==> src/rtl/core/dss_pkg.sv <==
// ----------------------------------------------------------------------------
// dss_pkg
// Shared widths, register codes, reset values and request type of the disk
// seek scheduler.
// ----------------------------------------------------------------------------
package dss_pkg;

	localparam int CYL_W   = 12;
	localparam int SUM_W   = 18;
	localparam int MODE_W  = 3;
	localparam int CFG_IDX_W = 2;
	localparam int CFG_DATA_W = 12;

	localparam int MAX_REQ_DEF = 16;

	// scheduling modes
	localparam logic [MODE_W-1:0] MODE_FCFS  = 3'd0;
	localparam logic [MODE_W-1:0] MODE_SSTF  = 3'd1;
	localparam logic [MODE_W-1:0] MODE_SCAN  = 3'd2;
	localparam logic [MODE_W-1:0] MODE_CSCAN = 3'd3;
	localparam logic [MODE_W-1:0] MODE_LOOK  = 3'd4;

	// register indexes
	localparam logic [CFG_IDX_W-1:0] REG_MODE     = 2'd0;
	localparam logic [CFG_IDX_W-1:0] REG_START    = 2'd1;
	localparam logic [CFG_IDX_W-1:0] REG_START_UP = 2'd2;
	localparam logic [CFG_IDX_W-1:0] REG_TOP      = 2'd3;

	// register reset values
	localparam logic [MODE_W-1:0] RST_MODE     = MODE_FCFS;
	localparam logic [CYL_W-1:0]  RST_START    = 12'd50;
	localparam logic              RST_START_UP = 1'b1;
	localparam logic [CYL_W-1:0]  RST_TOP      = 12'd99;

	typedef struct packed {
		logic [CYL_W-1:0] cyl;
		logic             last;
	} req_t;

	typedef struct packed {
		logic [MODE_W-1:0] mode;
		logic [CYL_W-1:0]  start_cyl;
		logic              start_up;
		logic [CYL_W-1:0]  top_cyl;
	} cfg_t;

endpackage

==> src/rtl/core/dss_ram.sv <==
// ----------------------------------------------------------------------------
// dss_ram
// Generic single-write, single-read RAM with registered read data.
// ----------------------------------------------------------------------------
module dss_ram #(
	parameter int WIDTH = 12,
	parameter int DEPTH = 16,
	parameter int AW    = 4
) (
	input  logic             clk,
	input  logic             we,
	input  logic [AW-1:0]    waddr,
	input  logic [WIDTH-1:0] wdata,
	input  logic [AW-1:0]    raddr,
	output logic [WIDTH-1:0] rdata
);

	logic [WIDTH-1:0] mem [DEPTH];

	always_ff @(posedge clk) begin
		if (we) begin
			mem[waddr] <= wdata;
		end
		rdata <= mem[raddr];
	end

endmodule

==> src/rtl/core/dss_front.sv <==
// ----------------------------------------------------------------------------
// dss_front
// Request intake: clamp each cylinder to the top cylinder and hold it in a
// two-entry queue for the scheduler.
// ----------------------------------------------------------------------------
module dss_front (
	input  logic                      clk,
	input  logic                      arst_n,
	input  logic                      start,
	output logic                      busy,
	input  logic [dss_pkg::CYL_W-1:0] cylinder,
	input  logic                      last_request,
	input  logic [dss_pkg::CYL_W-1:0] top_cyl,
	output logic                      q_valid,
	output dss_pkg::req_t             q_req,
	input  logic                      q_pop
);

	dss_pkg::req_t entry_q [2];
	logic          wr_ptr_q;
	logic          rd_ptr_q;
	logic [1:0]    fill_q;
	logic          push;
	dss_pkg::req_t in_req;

	assign busy    = (fill_q == 2'd2);
	assign push    = start && !busy;
	assign q_valid = (fill_q != 2'd0);
	assign q_req   = entry_q[rd_ptr_q];

	always_comb begin
		in_req.cyl  = (cylinder > top_cyl) ? top_cyl : cylinder;
		in_req.last = last_request;
	end

	always_ff @(posedge clk) begin
		if (push) begin
			entry_q[wr_ptr_q] <= in_req;
		end
	end

	always_ff @(posedge clk or negedge arst_n) begin
		if (!arst_n) begin
			wr_ptr_q <= 1'b0;
			rd_ptr_q <= 1'b0;
			fill_q   <= 2'd0;
		end else begin
			if (push) begin
				wr_ptr_q <= !wr_ptr_q;
			end
			if (q_pop) begin
				rd_ptr_q <= !rd_ptr_q;
			end
			if (push && !q_pop) begin
				fill_q <= fill_q + 2'd1;
			end else if (q_pop && !push) begin
				fill_q <= fill_q - 2'd1;
			end
		end
	end

endmodule

==> src/rtl/core/dss_back.sv <==
// ----------------------------------------------------------------------------
// dss_back
// Scheduler: store the batch, then pick each next cylinder by a full scan of
// the store per visit and issue the results.
// ----------------------------------------------------------------------------
module dss_back #(
	parameter int MAX_REQ = dss_pkg::MAX_REQ_DEF
) (
	input  logic                      clk,
	input  logic                      arst_n,
	input  logic                      q_valid,
	input  dss_pkg::req_t             q_req,
	output logic                      q_pop,
	input  dss_pkg::cfg_t             cfg,
	output logic                      res_strobe,
	output logic [dss_pkg::CYL_W-1:0] res_visited,
	output logic [dss_pkg::SUM_W-1:0] res_sum,
	output logic                      res_turn,
	output logic                      res_final
);

	localparam int IDX_W = (MAX_REQ > 1) ? $clog2(MAX_REQ) : 1;
	localparam int CNT_W = $clog2(MAX_REQ + 1);
	localparam int CYL_W = dss_pkg::CYL_W;
	localparam int SUM_W = dss_pkg::SUM_W;

	typedef enum logic [1:0] {ST_IDLE, ST_SCAN, ST_FIXED, ST_FINISH} state_t;
	typedef enum logic [2:0] {
		PH_FCFS, PH_SSTF, PH_UP, PH_DOWN, PH_LOWUP, PH_TOP, PH_ZEROS, PH_ZEROC
	} phase_t;

	function automatic logic [CYL_W-1:0] abs_diff(input logic [CYL_W-1:0] a,
	                                              input logic [CYL_W-1:0] b);
		return (a > b) ? (a - b) : (b - a);
	endfunction

	state_t             state_q, nx_state;
	phase_t             phase_q, nx_phase, init_phase;
	logic [CNT_W-1:0]   cnt_q, ptr_q;
	logic               ev_s1;
	logic [IDX_W-1:0]   idx_s1;
	logic               found_q;
	logic [CYL_W-1:0]   bestv_q, bestd_q;
	logic [IDX_W-1:0]   besti_q;
	logic [MAX_REQ-1:0] served_q;
	logic [CYL_W-1:0]   arm_q;
	logic [SUM_W-1:0]   sum_q;
	logic               turns_q, turns_nx;
	logic               pend_q;
	logic [CYL_W-1:0]   pvis_q;
	logic [SUM_W-1:0]   psum_q;
	logic               pturn_q;
	logic               strobe_q, final_q;
	logic [CYL_W-1:0]   vis_q;
	logic [SUM_W-1:0]   osum_q;
	logic               oturn_q;

	logic               issue, we, exhausted, take, restart, mark;
	logic [IDX_W-1:0]   raddr;
	logic [CYL_W-1:0]   rd_v, cand_d;
	logic               mv_en, mv_turn, look_second;
	logic [CYL_W-1:0]   mv_tgt, mv_d;
	logic [SUM_W-1:0]   mv_sum;

	assign issue = (state_q == ST_SCAN) && (ptr_q < cnt_q);
	assign raddr = ptr_q[IDX_W-1:0];
	assign q_pop = (state_q == ST_IDLE) && q_valid;
	assign we    = q_pop && (cnt_q < CNT_W'(MAX_REQ));

	dss_ram #(
		.WIDTH (CYL_W),
		.DEPTH (MAX_REQ),
		.AW    (IDX_W)
	) u_store (
		.clk   (clk),
		.we    (we),
		.waddr (cnt_q[IDX_W-1:0]),
		.wdata (q_req.cyl),
		.raddr (raddr),
		.rdata (rd_v)
	);

	assign cand_d    = abs_diff(rd_v, arm_q);
	assign exhausted = (state_q == ST_SCAN) && !issue && !ev_s1;
	assign look_second = (cfg.mode == dss_pkg::MODE_LOOK) &&
	                     ((phase_q == PH_UP) == !cfg.start_up);

	always_comb begin
		take = 1'b0;
		if (!served_q[idx_s1]) begin
			unique case (phase_q)
				PH_FCFS:  take = !found_q;
				PH_SSTF:  take = !found_q || (cand_d < bestd_q);
				PH_UP:    take = (rd_v >= cfg.start_cyl) && (!found_q || rd_v < bestv_q);
				PH_DOWN:  take = (rd_v < cfg.start_cyl) && (!found_q || rd_v > bestv_q);
				PH_LOWUP: take = (rd_v < cfg.start_cyl) && (!found_q || rd_v < bestv_q);
				default:  take = 1'b0;
			endcase
		end
	end

	always_comb begin
		unique case (cfg.mode)
			dss_pkg::MODE_SSTF:  init_phase = PH_SSTF;
			dss_pkg::MODE_SCAN:  init_phase = PH_UP;
			dss_pkg::MODE_CSCAN: init_phase = PH_UP;
			dss_pkg::MODE_LOOK:  init_phase = cfg.start_up ? PH_UP : PH_DOWN;
			default:             init_phase = PH_FCFS;
		endcase
	end

	// pick the move and the next phase once a scan or a fixed step completes
	always_comb begin
		mv_en    = 1'b0;
		mv_tgt   = bestv_q;
		mv_turn  = turns_q;
		turns_nx = turns_q;
		nx_phase = phase_q;
		nx_state = state_q;
		restart  = 1'b0;
		mark     = 1'b0;
		if (exhausted) begin
			if (found_q) begin
				mv_en = 1'b1;
				mark  = 1'b1;
				if (look_second) begin
					turns_nx = 1'b1;
				end
				mv_turn = turns_nx;
				restart = 1'b1;
			end else begin
				priority case (phase_q)
					PH_UP: begin
						if (cfg.mode == dss_pkg::MODE_SCAN || cfg.mode == dss_pkg::MODE_CSCAN) begin
							nx_phase = PH_TOP;
							nx_state = ST_FIXED;
						end else if (cfg.mode == dss_pkg::MODE_LOOK && cfg.start_up) begin
							nx_phase = PH_DOWN;
							restart  = 1'b1;
						end else begin
							nx_state = ST_FINISH;
						end
					end
					PH_DOWN: begin
						if (cfg.mode == dss_pkg::MODE_SCAN) begin
							nx_phase = PH_ZEROS;
							nx_state = ST_FIXED;
						end else if (cfg.mode == dss_pkg::MODE_LOOK && !cfg.start_up) begin
							nx_phase = PH_UP;
							restart  = 1'b1;
						end else begin
							nx_state = ST_FINISH;
						end
					end
					default: nx_state = ST_FINISH;
				endcase
			end
		end else if (state_q == ST_FIXED) begin
			priority case (phase_q)
				PH_TOP: begin
					mv_en    = (arm_q < cfg.top_cyl);
					mv_tgt   = cfg.top_cyl;
					turns_nx = 1'b1;
					if (cfg.mode == dss_pkg::MODE_SCAN) begin
						nx_phase = PH_DOWN;
						restart  = 1'b1;
					end else begin
						nx_phase = PH_ZEROC;
					end
				end
				PH_ZEROC: begin
					mv_en    = 1'b1;
					mv_tgt   = '0;
					nx_phase = PH_LOWUP;
					restart  = 1'b1;
				end
				default: begin
					mv_en    = (arm_q != '0);
					mv_tgt   = '0;
					nx_state = ST_FINISH;
				end
			endcase
		end
		if (restart) begin
			nx_state = ST_SCAN;
		end
	end

	assign mv_d   = abs_diff(mv_tgt, arm_q);
	assign mv_sum = sum_q + SUM_W'(mv_d);

	always_ff @(posedge clk or negedge arst_n) begin
		if (!arst_n) begin
			state_q  <= ST_IDLE;
			phase_q  <= PH_FCFS;
			cnt_q    <= '0;
			ptr_q    <= '0;
			ev_s1    <= 1'b0;
			found_q  <= 1'b0;
			served_q <= '0;
			turns_q  <= 1'b0;
			pend_q   <= 1'b0;
			strobe_q <= 1'b0;
			final_q  <= 1'b0;
		end else begin
			strobe_q <= 1'b0;
			ev_s1    <= issue;
			idx_s1   <= raddr;
			if (issue) begin
				ptr_q <= ptr_q + CNT_W'(1);
			end
			if (ev_s1 && take) begin
				found_q <= 1'b1;
				bestv_q <= rd_v;
				besti_q <= idx_s1;
				bestd_q <= cand_d;
			end
			unique case (state_q)
				ST_IDLE: begin
					if (q_valid) begin
						if (we) begin
							cnt_q <= cnt_q + CNT_W'(1);
						end
						if (q_req.last) begin
							arm_q   <= cfg.start_cyl;
							sum_q   <= '0;
							turns_q <= 1'b0;
							found_q <= 1'b0;
							ptr_q   <= '0;
							phase_q <= init_phase;
							state_q <= ST_SCAN;
						end
					end
				end
				ST_SCAN, ST_FIXED: begin
					if (exhausted || state_q == ST_FIXED) begin
						if (mv_en) begin
							arm_q <= mv_tgt;
							sum_q <= mv_sum;
							// hold one result back so the last one can be flagged
							if (pend_q) begin
								strobe_q <= 1'b1;
								final_q  <= 1'b0;
								vis_q    <= pvis_q;
								osum_q   <= psum_q;
								oturn_q  <= pturn_q;
							end
							pend_q  <= 1'b1;
							pvis_q  <= mv_tgt;
							psum_q  <= mv_sum;
							pturn_q <= mv_turn;
						end
						if (mark) begin
							served_q[besti_q] <= 1'b1;
						end
						turns_q <= turns_nx;
						phase_q <= nx_phase;
						state_q <= nx_state;
						if (restart) begin
							ptr_q   <= '0;
							found_q <= 1'b0;
						end
					end
				end
				ST_FINISH: begin
					if (pend_q) begin
						strobe_q <= 1'b1;
						final_q  <= 1'b1;
						vis_q    <= pvis_q;
						osum_q   <= psum_q;
						oturn_q  <= pturn_q;
					end
					pend_q   <= 1'b0;
					cnt_q    <= '0;
					served_q <= '0;
					state_q  <= ST_IDLE;
				end
				default: state_q <= ST_IDLE;
			endcase
		end
	end

	assign res_strobe  = strobe_q;
	assign res_visited = vis_q;
	assign res_sum     = osum_q;
	assign res_turn    = oturn_q;
	assign res_final   = final_q;

endmodule

==> src/rtl/core/disk_seek_scheduler_top.sv <==
// ----------------------------------------------------------------------------
// disk_seek_scheduler_top
// Batch disk arm scheduler: FCFS, SSTF, SCAN, C-SCAN and LOOK service order.
// ----------------------------------------------------------------------------
// Requests enter one per cycle while busy is low through start/busy into a
// two-entry queue and are written into the request store one per cycle while
// no pass runs; busy rises only while that queue is full. The request flagged
// last_request starts a pass. For each visited cylinder the next pick scans
// the whole stored batch through the single read port of the request RAM;
// fixed sweep moves (top cylinder, cylinder 0) need no scan. Results appear
// on result_strobe for exactly one cycle each and cannot be stalled;
// final_step marks the last one of the pass. Requests for the next batch
// queue up while a pass runs. Write configuration only while no pass is
// running.
// ----------------------------------------------------------------------------
module disk_seek_scheduler_top #(
	parameter int MAX_REQUESTS = dss_pkg::MAX_REQ_DEF
) (
	input  logic                           clk,
	input  logic                           arst_n,
	// request channel
	input  logic                           start,
	output logic                           busy,
	input  logic [dss_pkg::CYL_W-1:0]      cylinder,
	input  logic                           last_request,
	// configuration write channel
	input  logic                           cfg_valid,
	output logic                           cfg_ready,
	input  logic [dss_pkg::CFG_IDX_W-1:0]  cfg_index,
	input  logic [dss_pkg::CFG_DATA_W-1:0] cfg_data,
	// results
	output logic                           result_strobe,
	output logic [dss_pkg::CYL_W-1:0]      visited,
	output logic [dss_pkg::SUM_W-1:0]      seek_total,
	output logic                           turn_count,
	output logic                           final_step
);

	dss_pkg::cfg_t cfg_q;
	logic          q_valid;
	dss_pkg::req_t q_req;
	logic          q_pop;

	// registers take a write in any cycle
	assign cfg_ready = 1'b1;

	always_ff @(posedge clk or negedge arst_n) begin
		if (!arst_n) begin
			cfg_q.mode      <= dss_pkg::RST_MODE;
			cfg_q.start_cyl <= dss_pkg::RST_START;
			cfg_q.start_up  <= dss_pkg::RST_START_UP;
			cfg_q.top_cyl   <= dss_pkg::RST_TOP;
		end else if (cfg_valid && cfg_ready) begin
			unique case (cfg_index)
				dss_pkg::REG_MODE:     cfg_q.mode      <= cfg_data[dss_pkg::MODE_W-1:0];
				dss_pkg::REG_START:    cfg_q.start_cyl <= cfg_data[dss_pkg::CYL_W-1:0];
				dss_pkg::REG_START_UP: cfg_q.start_up  <= cfg_data[0];
				dss_pkg::REG_TOP:      cfg_q.top_cyl   <= cfg_data[dss_pkg::CYL_W-1:0];
				default:               cfg_q.mode      <= cfg_q.mode;
			endcase
		end
	end

	// front: clamp and queue requests
	dss_front u_front (
		.clk          (clk),
		.arst_n       (arst_n),
		.start        (start),
		.busy         (busy),
		.cylinder     (cylinder),
		.last_request (last_request),
		.top_cyl      (cfg_q.top_cyl),
		.q_valid      (q_valid),
		.q_req        (q_req),
		.q_pop        (q_pop)
	);

	// back: store the batch and run the scheduling pass
	dss_back #(
		.MAX_REQ (MAX_REQUESTS)
	) u_back (
		.clk         (clk),
		.arst_n      (arst_n),
		.q_valid     (q_valid),
		.q_req       (q_req),
		.q_pop       (q_pop),
		.cfg         (cfg_q),
		.res_strobe  (result_strobe),
		.res_visited (visited),
		.res_sum     (seek_total),
		.res_turn    (turn_count),
		.res_final   (final_step)
	);

	// the last result of a pass is never followed at once by another
	a_final_gap: assert property (@(posedge clk) disable iff (!arst_n)
		result_strobe && final_step |=> !result_strobe)
		else $error("result issued right after final step");

	// the queue only fills up after an accepted request
	a_busy_cause: assert property (@(posedge clk) disable iff (!arst_n)
		$rose(busy) |-> $past(start))
		else $error("busy rose without a request");

	// pop the queue only while it holds a request
	a_pop_only_valid: assert property (@(posedge clk) disable iff (!arst_n)
		q_pop |-> q_valid)
		else $error("queue popped while empty");

endmodule

==> config.mk <==
export PLATFORM = sky130hd
export DESIGN_NAME = disk_seek_scheduler_top
export DESIGN_NICKNAME = d
export VERILOG_FILES = /design/src/rtl/core/dss_pkg.sv /design/src/rtl/core/dss_ram.sv /design/src/rtl/core/dss_front.sv /design/src/rtl/core/dss_back.sv /design/src/rtl/core/disk_seek_scheduler_top.sv
export SDC_FILE = /design/constraint.sdc
export NUM_CORES = 1
export LEC_CHECK = 0
export CAP_MARGIN = 0
export CORE_MARGIN = 2
export CORE_UTILIZATION = 60
export CTS_BUF_LIST = sky130_fd_sc_hd__clkbuf_4 sky130_fd_sc_hd__clkbuf_8 sky130_fd_sc_hd__clkbuf_16
export DETAILED_ROUTE_END_ITERATION = 10
export DONT_BUFFER_PORTS = 1
export PLACE_DENSITY_LB_ADDON = 0.12
export SLEW_MARGIN = 20
export SYNTH_ARGS = -nofsm -noshare
export SYNTH_HDL_FRONTEND = slang
export SYNTH_HIERARCHICAL = 1
export SYNTH_SLANG_ARGS = --single-unit
==> constraint.sdc <==
create_clock -name clk -period 14.8 [get_ports clk]
set_clock_uncertainty 0.2 [all_clocks]
set_input_delay 0.74 -clock clk [delete_from_list [all_inputs] [get_ports clk]]
set_output_delay 0.74 -clock clk [all_outputs]
set_load 0.1 [all_outputs]
==> run metrics, run 1 <==
Worst slew margin between 20 and 30%; Async SR Flop Fraction 16.3%; Starting Density 61.4%; largest net degree at the start of global routing 70; Worst-path clk slew 0.06 ns; Post-synth top flop edfxtp_1; DIE AREA 36000 sq um; WL final 46.1 mm; crit share post-route 49.3%; slowest CP cell nand2_1; R2R setup slack about 7.5 ns; cell taking the most area after synthesis edfxtp_1; Sink Count approximately 420; TritonRoute pass-1 iters 5; DRT met1 WL 19.3 mm; GR Overflow Total 0; Worst EP arrival 7.41 ns; # IOs 66; Final Setup Violations 0; setup bufs post-CTS 0; antenna cell count 0; TNS Setup 0 ns; mean number of vias per cell 6.14; vias in the first global route 12400; share of the synthesized area in the top cell type 49.7%; Period minus WS final around 7.3 ns; row count 67; Final ANT Viol Nets 0; Mapped Cells 1497; CP Cell Sequence buf_4 > nand2b_1 > a21o_1 > a21o_1 > a21oi_2 > nand2_1 > nor3_1 > a21oi_1 > fa_1 > nand3b_1 > a21oi_1 > o211ai_2 > nand2_2 > mux2i_1 > inv_1 > fa_1 > nor2b_1 > o21ai_0 > a21boi_0 > o21ai_0 > a211oi_1 > o211ai_1 > xnor2_1 > and2_1; Mapped Nets 1660; CP Launch Type flop; Syn Area/Cell 13.8 sq um; status completed; clk_lat worst skew 0.57 ns; P&R area growth vs syn 10.2%; gp weighted congestion 0.898; Die Wd between 150 and 200 um; layout cells sized above 1 15.0%; Max clock buf depth 3; IO buf count 0; CP delay by family, top compound AO/OA/AOI/OAI gates; fin nets about 1700; number of flops mapped to enable cells by yosys 342; count leader, synth edfxtp_1; Commonest cells post-synth 342 x edfxtp_1, 132 x inv_1, 127 x ha_1; via count 12300; first-pass GRT wire length ~72 mm; Post-DP HPWL ~32 mm; H-tree depth 2; highest metal used met4; CTS buffer count 44; post-DR wirelength/cell 23.1 um; height of the chip 190 um; Synth area leaders edfxtp_1 50%, ha_1 7.7%, dfrtp_1 7.4%, mux4_2 4.1%, inv_1 2.4%; maximum clock frequency 137 MHz; Worst Tran Pin Value 1.12 ns; antenna violations before repair 1; Detail Route met3 WL 2.32 mm; post-synthesis sequential area ratio between 50% and 60%; Hold Crit Class input pin to flop; metal2 WL around 23 mm; Worst Path Max Fanout 53; Synth warnings 6; Syn Std Cell Area approximately 21000 sq um; PostCTS Resize Cnt 0; CTS tree built; Final Util 67.6%; worst path bufs/invs 2; CP required 14.91 ns; CP endpoint kind flop; synth unique cells 84; clock root buffer clkbuf_16; RSZ-0062 raised after global routing false; GRT Total Usage 26.3%; Fin. Hold Viols 0; flop and latch count out of synthesis roughly 420; Crit path largest cell delay ~0.57 ns; CP Class flop to flop; initial drt markers 1004; Core ar. 33700 sq um; Max-Cap Viols 0; final slew viol count 0; Residual DRC 0
sequential cells by signal, summed over array words and instances (netlist names), 3 cells and up:
register and flops:
u_back/pvis_q 12, u_back/bestv_q 12, u_back/idx_s1 4, u_back/u_store/rdata 12, u_back/res_sum 18, u_back/phase_q 3, u_back/u_store/mem 192, cfg_q 28
u_back/arm_q 12, u_back/bestd_q 12, u_front/entry_q 26, u_back/cnt_q 5, u_back/besti_q 4, u_back/ptr_q 5, u_back/sum_q 18, u_back/psum_q 18
u_back/served_q 16, u_back/res_visited 12
cell usage in the layout (no fill, tap or decap), types with 6 or more instances in the layout:
cell and instances:
mux2_4 20, ha_1 126, edfxtp_1 342, a31oi_1 12, a21o_1 33, and2_1 17, nor2_1 77, mux4_2 38
dfstp_2 8, dfxtp_1 12, and3_1 12, dfrtp_1 59, xor2_1 19, o21a_1 6, mux4_1 15, nor2b_1 21
a22oi_1 24, buf_4 22, o21ai_0 32, mux2i_1 21, nand4_1 19, clkbuf_4 9, xnor2_1 27, a21oi_1 96
inv_1 132, nand2b_1 13, nand2_1 65, o211ai_1 6, clkbuf_16 44, clkinv_2 7, bufinv_16 8, nand3_1 14
nor3_1 24, a211oi_1 11, mux2_2 36, o31ai_1 8
routing by layer:
metal | track usage (%) | vias up
li1 | - | 5672
met1 | 35.0 | 6178
met2 | 45.4 | 353
met3 | 4.10 | 74
met4 | 7.45 | 0
met5 | 0 | -
cells by family after synthesis:
kind of cell,after synthesis,synth area share (%)
simple gates,298,7.33
fa+ha+maj,132,8.17
other cells,1,0.0181
mux,132,10.6
flops,423,59.2
xor+xnor,46,1.95
buf+inv,181,3.75
compound gates,284,9.00
worst paths after layout:
path,start,end,depth (start not counted)
max,u_back/ptr_q[0]$_DFF_PN0_,u_back/sum_q[14]$_SDFFCE_PP0P_,24
min,last_request,u_front/entry_q[0][0]$_DFFE_PP_,0
max reg2reg,u_back/ptr_q[0]$_DFF_PN0_,u_back/sum_q[14]$_SDFFCE_PP0P_,24
min reg2reg,u_back/psum_q[0]$_DFFE_PP_,u_back/res_sum[0]$_DFFE_PP_,0
max in group asynchronous,arst_n,cfg_q[1]$_DFFE_PN1P_,2
min in group asynchronous,arst_n,u_back/found_q$_DFF_PN0_,2
what timing repair did:
action                                  CTS  global route
hold buffers                              2             0
hold endpoints to repair                 69             0
endpoints found under the setup margin    0             0
stage by stage:
stage | hold slack, ns | instances | setup WS (ns) | cell area, sq um
final | 0.0725 | 2000 | 7.50 | 22800
after global routing | 0.0503 | 2000 | 6.84 | 22800
after CTS | 0.0520 | 1999 | 7.47 | 22800
after detailed placement | 0.205 | 1918 | 7.55 | 21200
after global placement | 0.202 | 1918 | 7.72 | 21200
after floorplan | 0.200 | 1497 | 8.96 | 20700
layout make-up:
| class | instances | area [sq um] |
|---|---|---|
| fillers | 2446 | 10900 |
| clock inverters | 26 | 383 |
| flip-flops and latches | 423 | 12200 |
| inverters | 132 | 495 |
| multi-input cells | 893 | 7700 |
| clock buffers | 53 | 1170 |
| well taps | 448 | 561 |
| repair buffers | 25 | 230 |
worst reg2reg max path: stages, from the launching register on:
cell,delay (ns)
dfrtp_2,0.39
buf_4,0.38
nand2b_1,0.28
a21o_1,0.18
a21o_1,0.22
a21oi_2,0.43
nand2_1,0.57
nor3_1,0.37
a21oi_1,0.16
fa_1,0.49
nand3b_1,0.21
a21oi_1,0.24
o211ai_2,0.20
nand2_2,0.35
mux2i_1,0.28
inv_1,0.08
fa_1,0.43
nor2b_1,0.12
o21ai_0,0.10
a21boi_0,0.27
o21ai_0,0.21
a211oi_1,0.39
o211ai_1,0.17
xnor2_1,0.16
and2_1,0.16
Power of run 1 is left out: the tool's default activity adds up to more than one toggle a clock period on the data nets, which glitch-free logic cannot reach.
==> run 2: changes to the inputs <==
Settings changed: CORE_UTILIZATION 60 to 58.
Clock period 14.8 ns to 6.65 ns, I/O delays scaled along.
==> run metrics, run 2 (synthesis results as in run 1) <==
clk_lat worst skew 0.59 ns (+0.02 ns); CP required 6.78 ns (-8.13 ns); setup bufs post-CTS 0 (unchanged); CP Class flop to flop; height of the chip 193 um (+1.7%); GR Overflow Total 0 (unchanged); commonest non-fill, non-tap cell in the layout edfxtp_1; maximum clock frequency 163 MHz (+19%); row count 69 (+3.0%); fin nets 1721 (+2.3%); Worst Path Max Fanout 23 (-57%); flip-flop count of the largest register after layout 192 (unchanged); largest net degree at the start of global routing 74 (+5.7%); Worst Tran Pin Value 1.08 ns (-0.0392 ns); DIE AREA 37200 sq um (+3.4%); Period minus WS final 6.14 ns (-1.16 ns); biggest regs u_back/u_store/mem x192, cfg_q x28, u_front/entry_q x26; CTS buffer count 44 (unchanged); Largest Register u_back/u_store/mem; first-pass GRT wire length 70.3 mm (-1.9%); antenna violations before repair 3 (+2); initial drt markers 866 (-14%); Starting Density 58.6% (-2.8 points); TNS Setup 0 ns (unchanged); Sink Count 423 (unchanged); Worst-path clk slew 0.06 ns (about the same); P&R area growth vs syn 12.1%; WL final 45.4 mm (-1.6%); Placed Area 21200 sq um (+0.32%); CP Launch Type flop; Final ANT Viol Nets 0 (unchanged); CP endpoint kind flop; via count 12300 (+0.29%); Max clock buf depth 3 (unchanged); Worst Setup Slack post-DPL 0.271 ns (-7.28 ns); GRT Total Usage 25.4% (-0.97 points); vias in the first global route 12300 (-0.49%); final slew viol count 0 (unchanged); layout cells sized above 1 15.5% (+0.49 points); clock root buffer clkbuf_16; PnR worst setup slack 0.506 ns (-6.99 ns); CTS tree built; Worst EP arrival 6.28 ns (-1.13 ns); RSZ-0062 raised after global routing false; mean number of vias per cell 5.99 (-2.4%); Residual DRC 0 (unchanged); H-tree depth 2 (unchanged); Fin. Hold Viols 0 (unchanged); Fill cells 2518 (+2.9%); Die Wd 193 um (+1.7%); # IOs 66 (unchanged); Core ar. 35300 sq um (+4.8%); gp weighted congestion 0.931 (+3.6%); post-DR wirelength/cell 22.1 um (-4.3%); commonest non-fill, non-tap cells in the layout 342 x edfxtp_1, 132 x inv_1, 126 x ha_1; status completed; Hold Crit Class input pin to flop; crit share post-route 92.4% (+43 points); post-route cell area 23200 sq um (+1.8%); IO buf count 0 (unchanged); Worst slew margin 27.6% (+2.6 points); Final Setup Violations 0 (unchanged); TritonRoute pass-1 iters 7 (+2); Post-DP HPWL 31.8 mm (-0.39%); Max-Cap Viols 0 (unchanged)
run 2: cell types whose count changed in the layout (fill, tap and decap cells not counted), moves of 2 or more:
cell / before / now
bufinv_16: 8 / 5
dlygate4sd3_1: 1 / 34
a211oi_2: 1 / 4
inv_6: 0 / 2
clkbuf_8: 0 / 3
nor2_2: 2 / 4
clkinvlp_4: 3 / 0
buf_4: 22 / 28
clkbuf_4: 9 / 12
a211oi_1: 11 / 8
diode_2: 0 / 2
nor2_1: 77 / 75
run 2: layout make-up:
type,instances,area [sq um],area share [%]
diodes,2,5.00,0.0216
flip-flops and latches,423,12200,52.8
repair buffers,64,606,2.61
clock inverters,21,277,1.19
well taps,461,577,2.49
multi-input cells,893,7730,33.3
inverters,132,495,2.14
clock buffers,60,1260,5.42
run 2: through the flow:
step	hold slack (ns)	std cells	utilization, %
2_1_floorplan	-0.163	1497	-
3_3_place_gp	-0.160	1937	60.1
3_5_place_dp	-0.160	1937	60.1
4_1_cts	0.0154	2052	65.5
5_1_grt	0.149	2055	65.7
6_report	0.126	2056	65.7
run 2: final timing paths:
kind,endpoint,depth (start not counted),from,slack (ns)
max in group asynchronous,cfg_q[1]$_DFFE_PN1P_,2,arst_n,5.74
worst max register to register,u_back/sum_q[14]$_SDFFCE_PP0P_,24,u_back/cnt_q[1]$_DFFE_PN0P_,0.51
min in group asynchronous,u_back/res_strobe$_DFF_PN0_,2,arst_n,0.16
worst max-delay path,u_back/sum_q[14]$_SDFFCE_PP0P_,24,u_back/cnt_q[1]$_DFFE_PN0P_,0.51
worst min register to register,u_back/res_sum[6]$_DFFE_PP_,0,u_back/psum_q[6]$_DFFE_PP_,0.22
worst min-delay path,u_front/entry_q[1][0]$_DFFE_PP_,1,start,0.13
run 2: layer usage:
| layer | track usage [%] | up-vias | part of all wire [%] |
|---|---|---|---|
| met5 | 0 | - | 0.024 |
| met4 | 9.22 | 2 | 2.5 |
| met3 | 3.60 | 67 | 4.8 |
| met2 | 43.6 | 338 | 51 |
| met1 | 32.9 | 6168 | 42 |
| li1 | - | 5738 | - |
run 2: worst max-delay path: stages, from the launching register on:
cell and delay (ns):
dfrtp_1 0.52, inv_1 0.10, ha_1 0.30, a21o_1 0.15
a21o_1 0.22, a21oi_2 0.16, nand2_1 0.07, buf_4 0.21
a21oi_1 0.30, inv_1 0.15, ha_1 0.39, a21oi_1 0.21
a21oi_1 0.13, o211ai_2 0.33, nand2_4 0.22, o31ai_1 0.47
o221ai_1 0.18, xor2_1 0.17, ha_1 0.35, a21o_1 0.20
a21o_1 0.20, a21o_1 0.19, o211ai_1 0.20, xnor2_1 0.10
and2_1 0.15
run 2: what timing repair did:
action                                 4_1_cts  5_1_grt
endpoints found under the hold margin      129        7
setup endpoints to repair                    0       14
resized for setup                            0        6
hold buffers                                34        1
Power of run 2 is left out for the same reason.
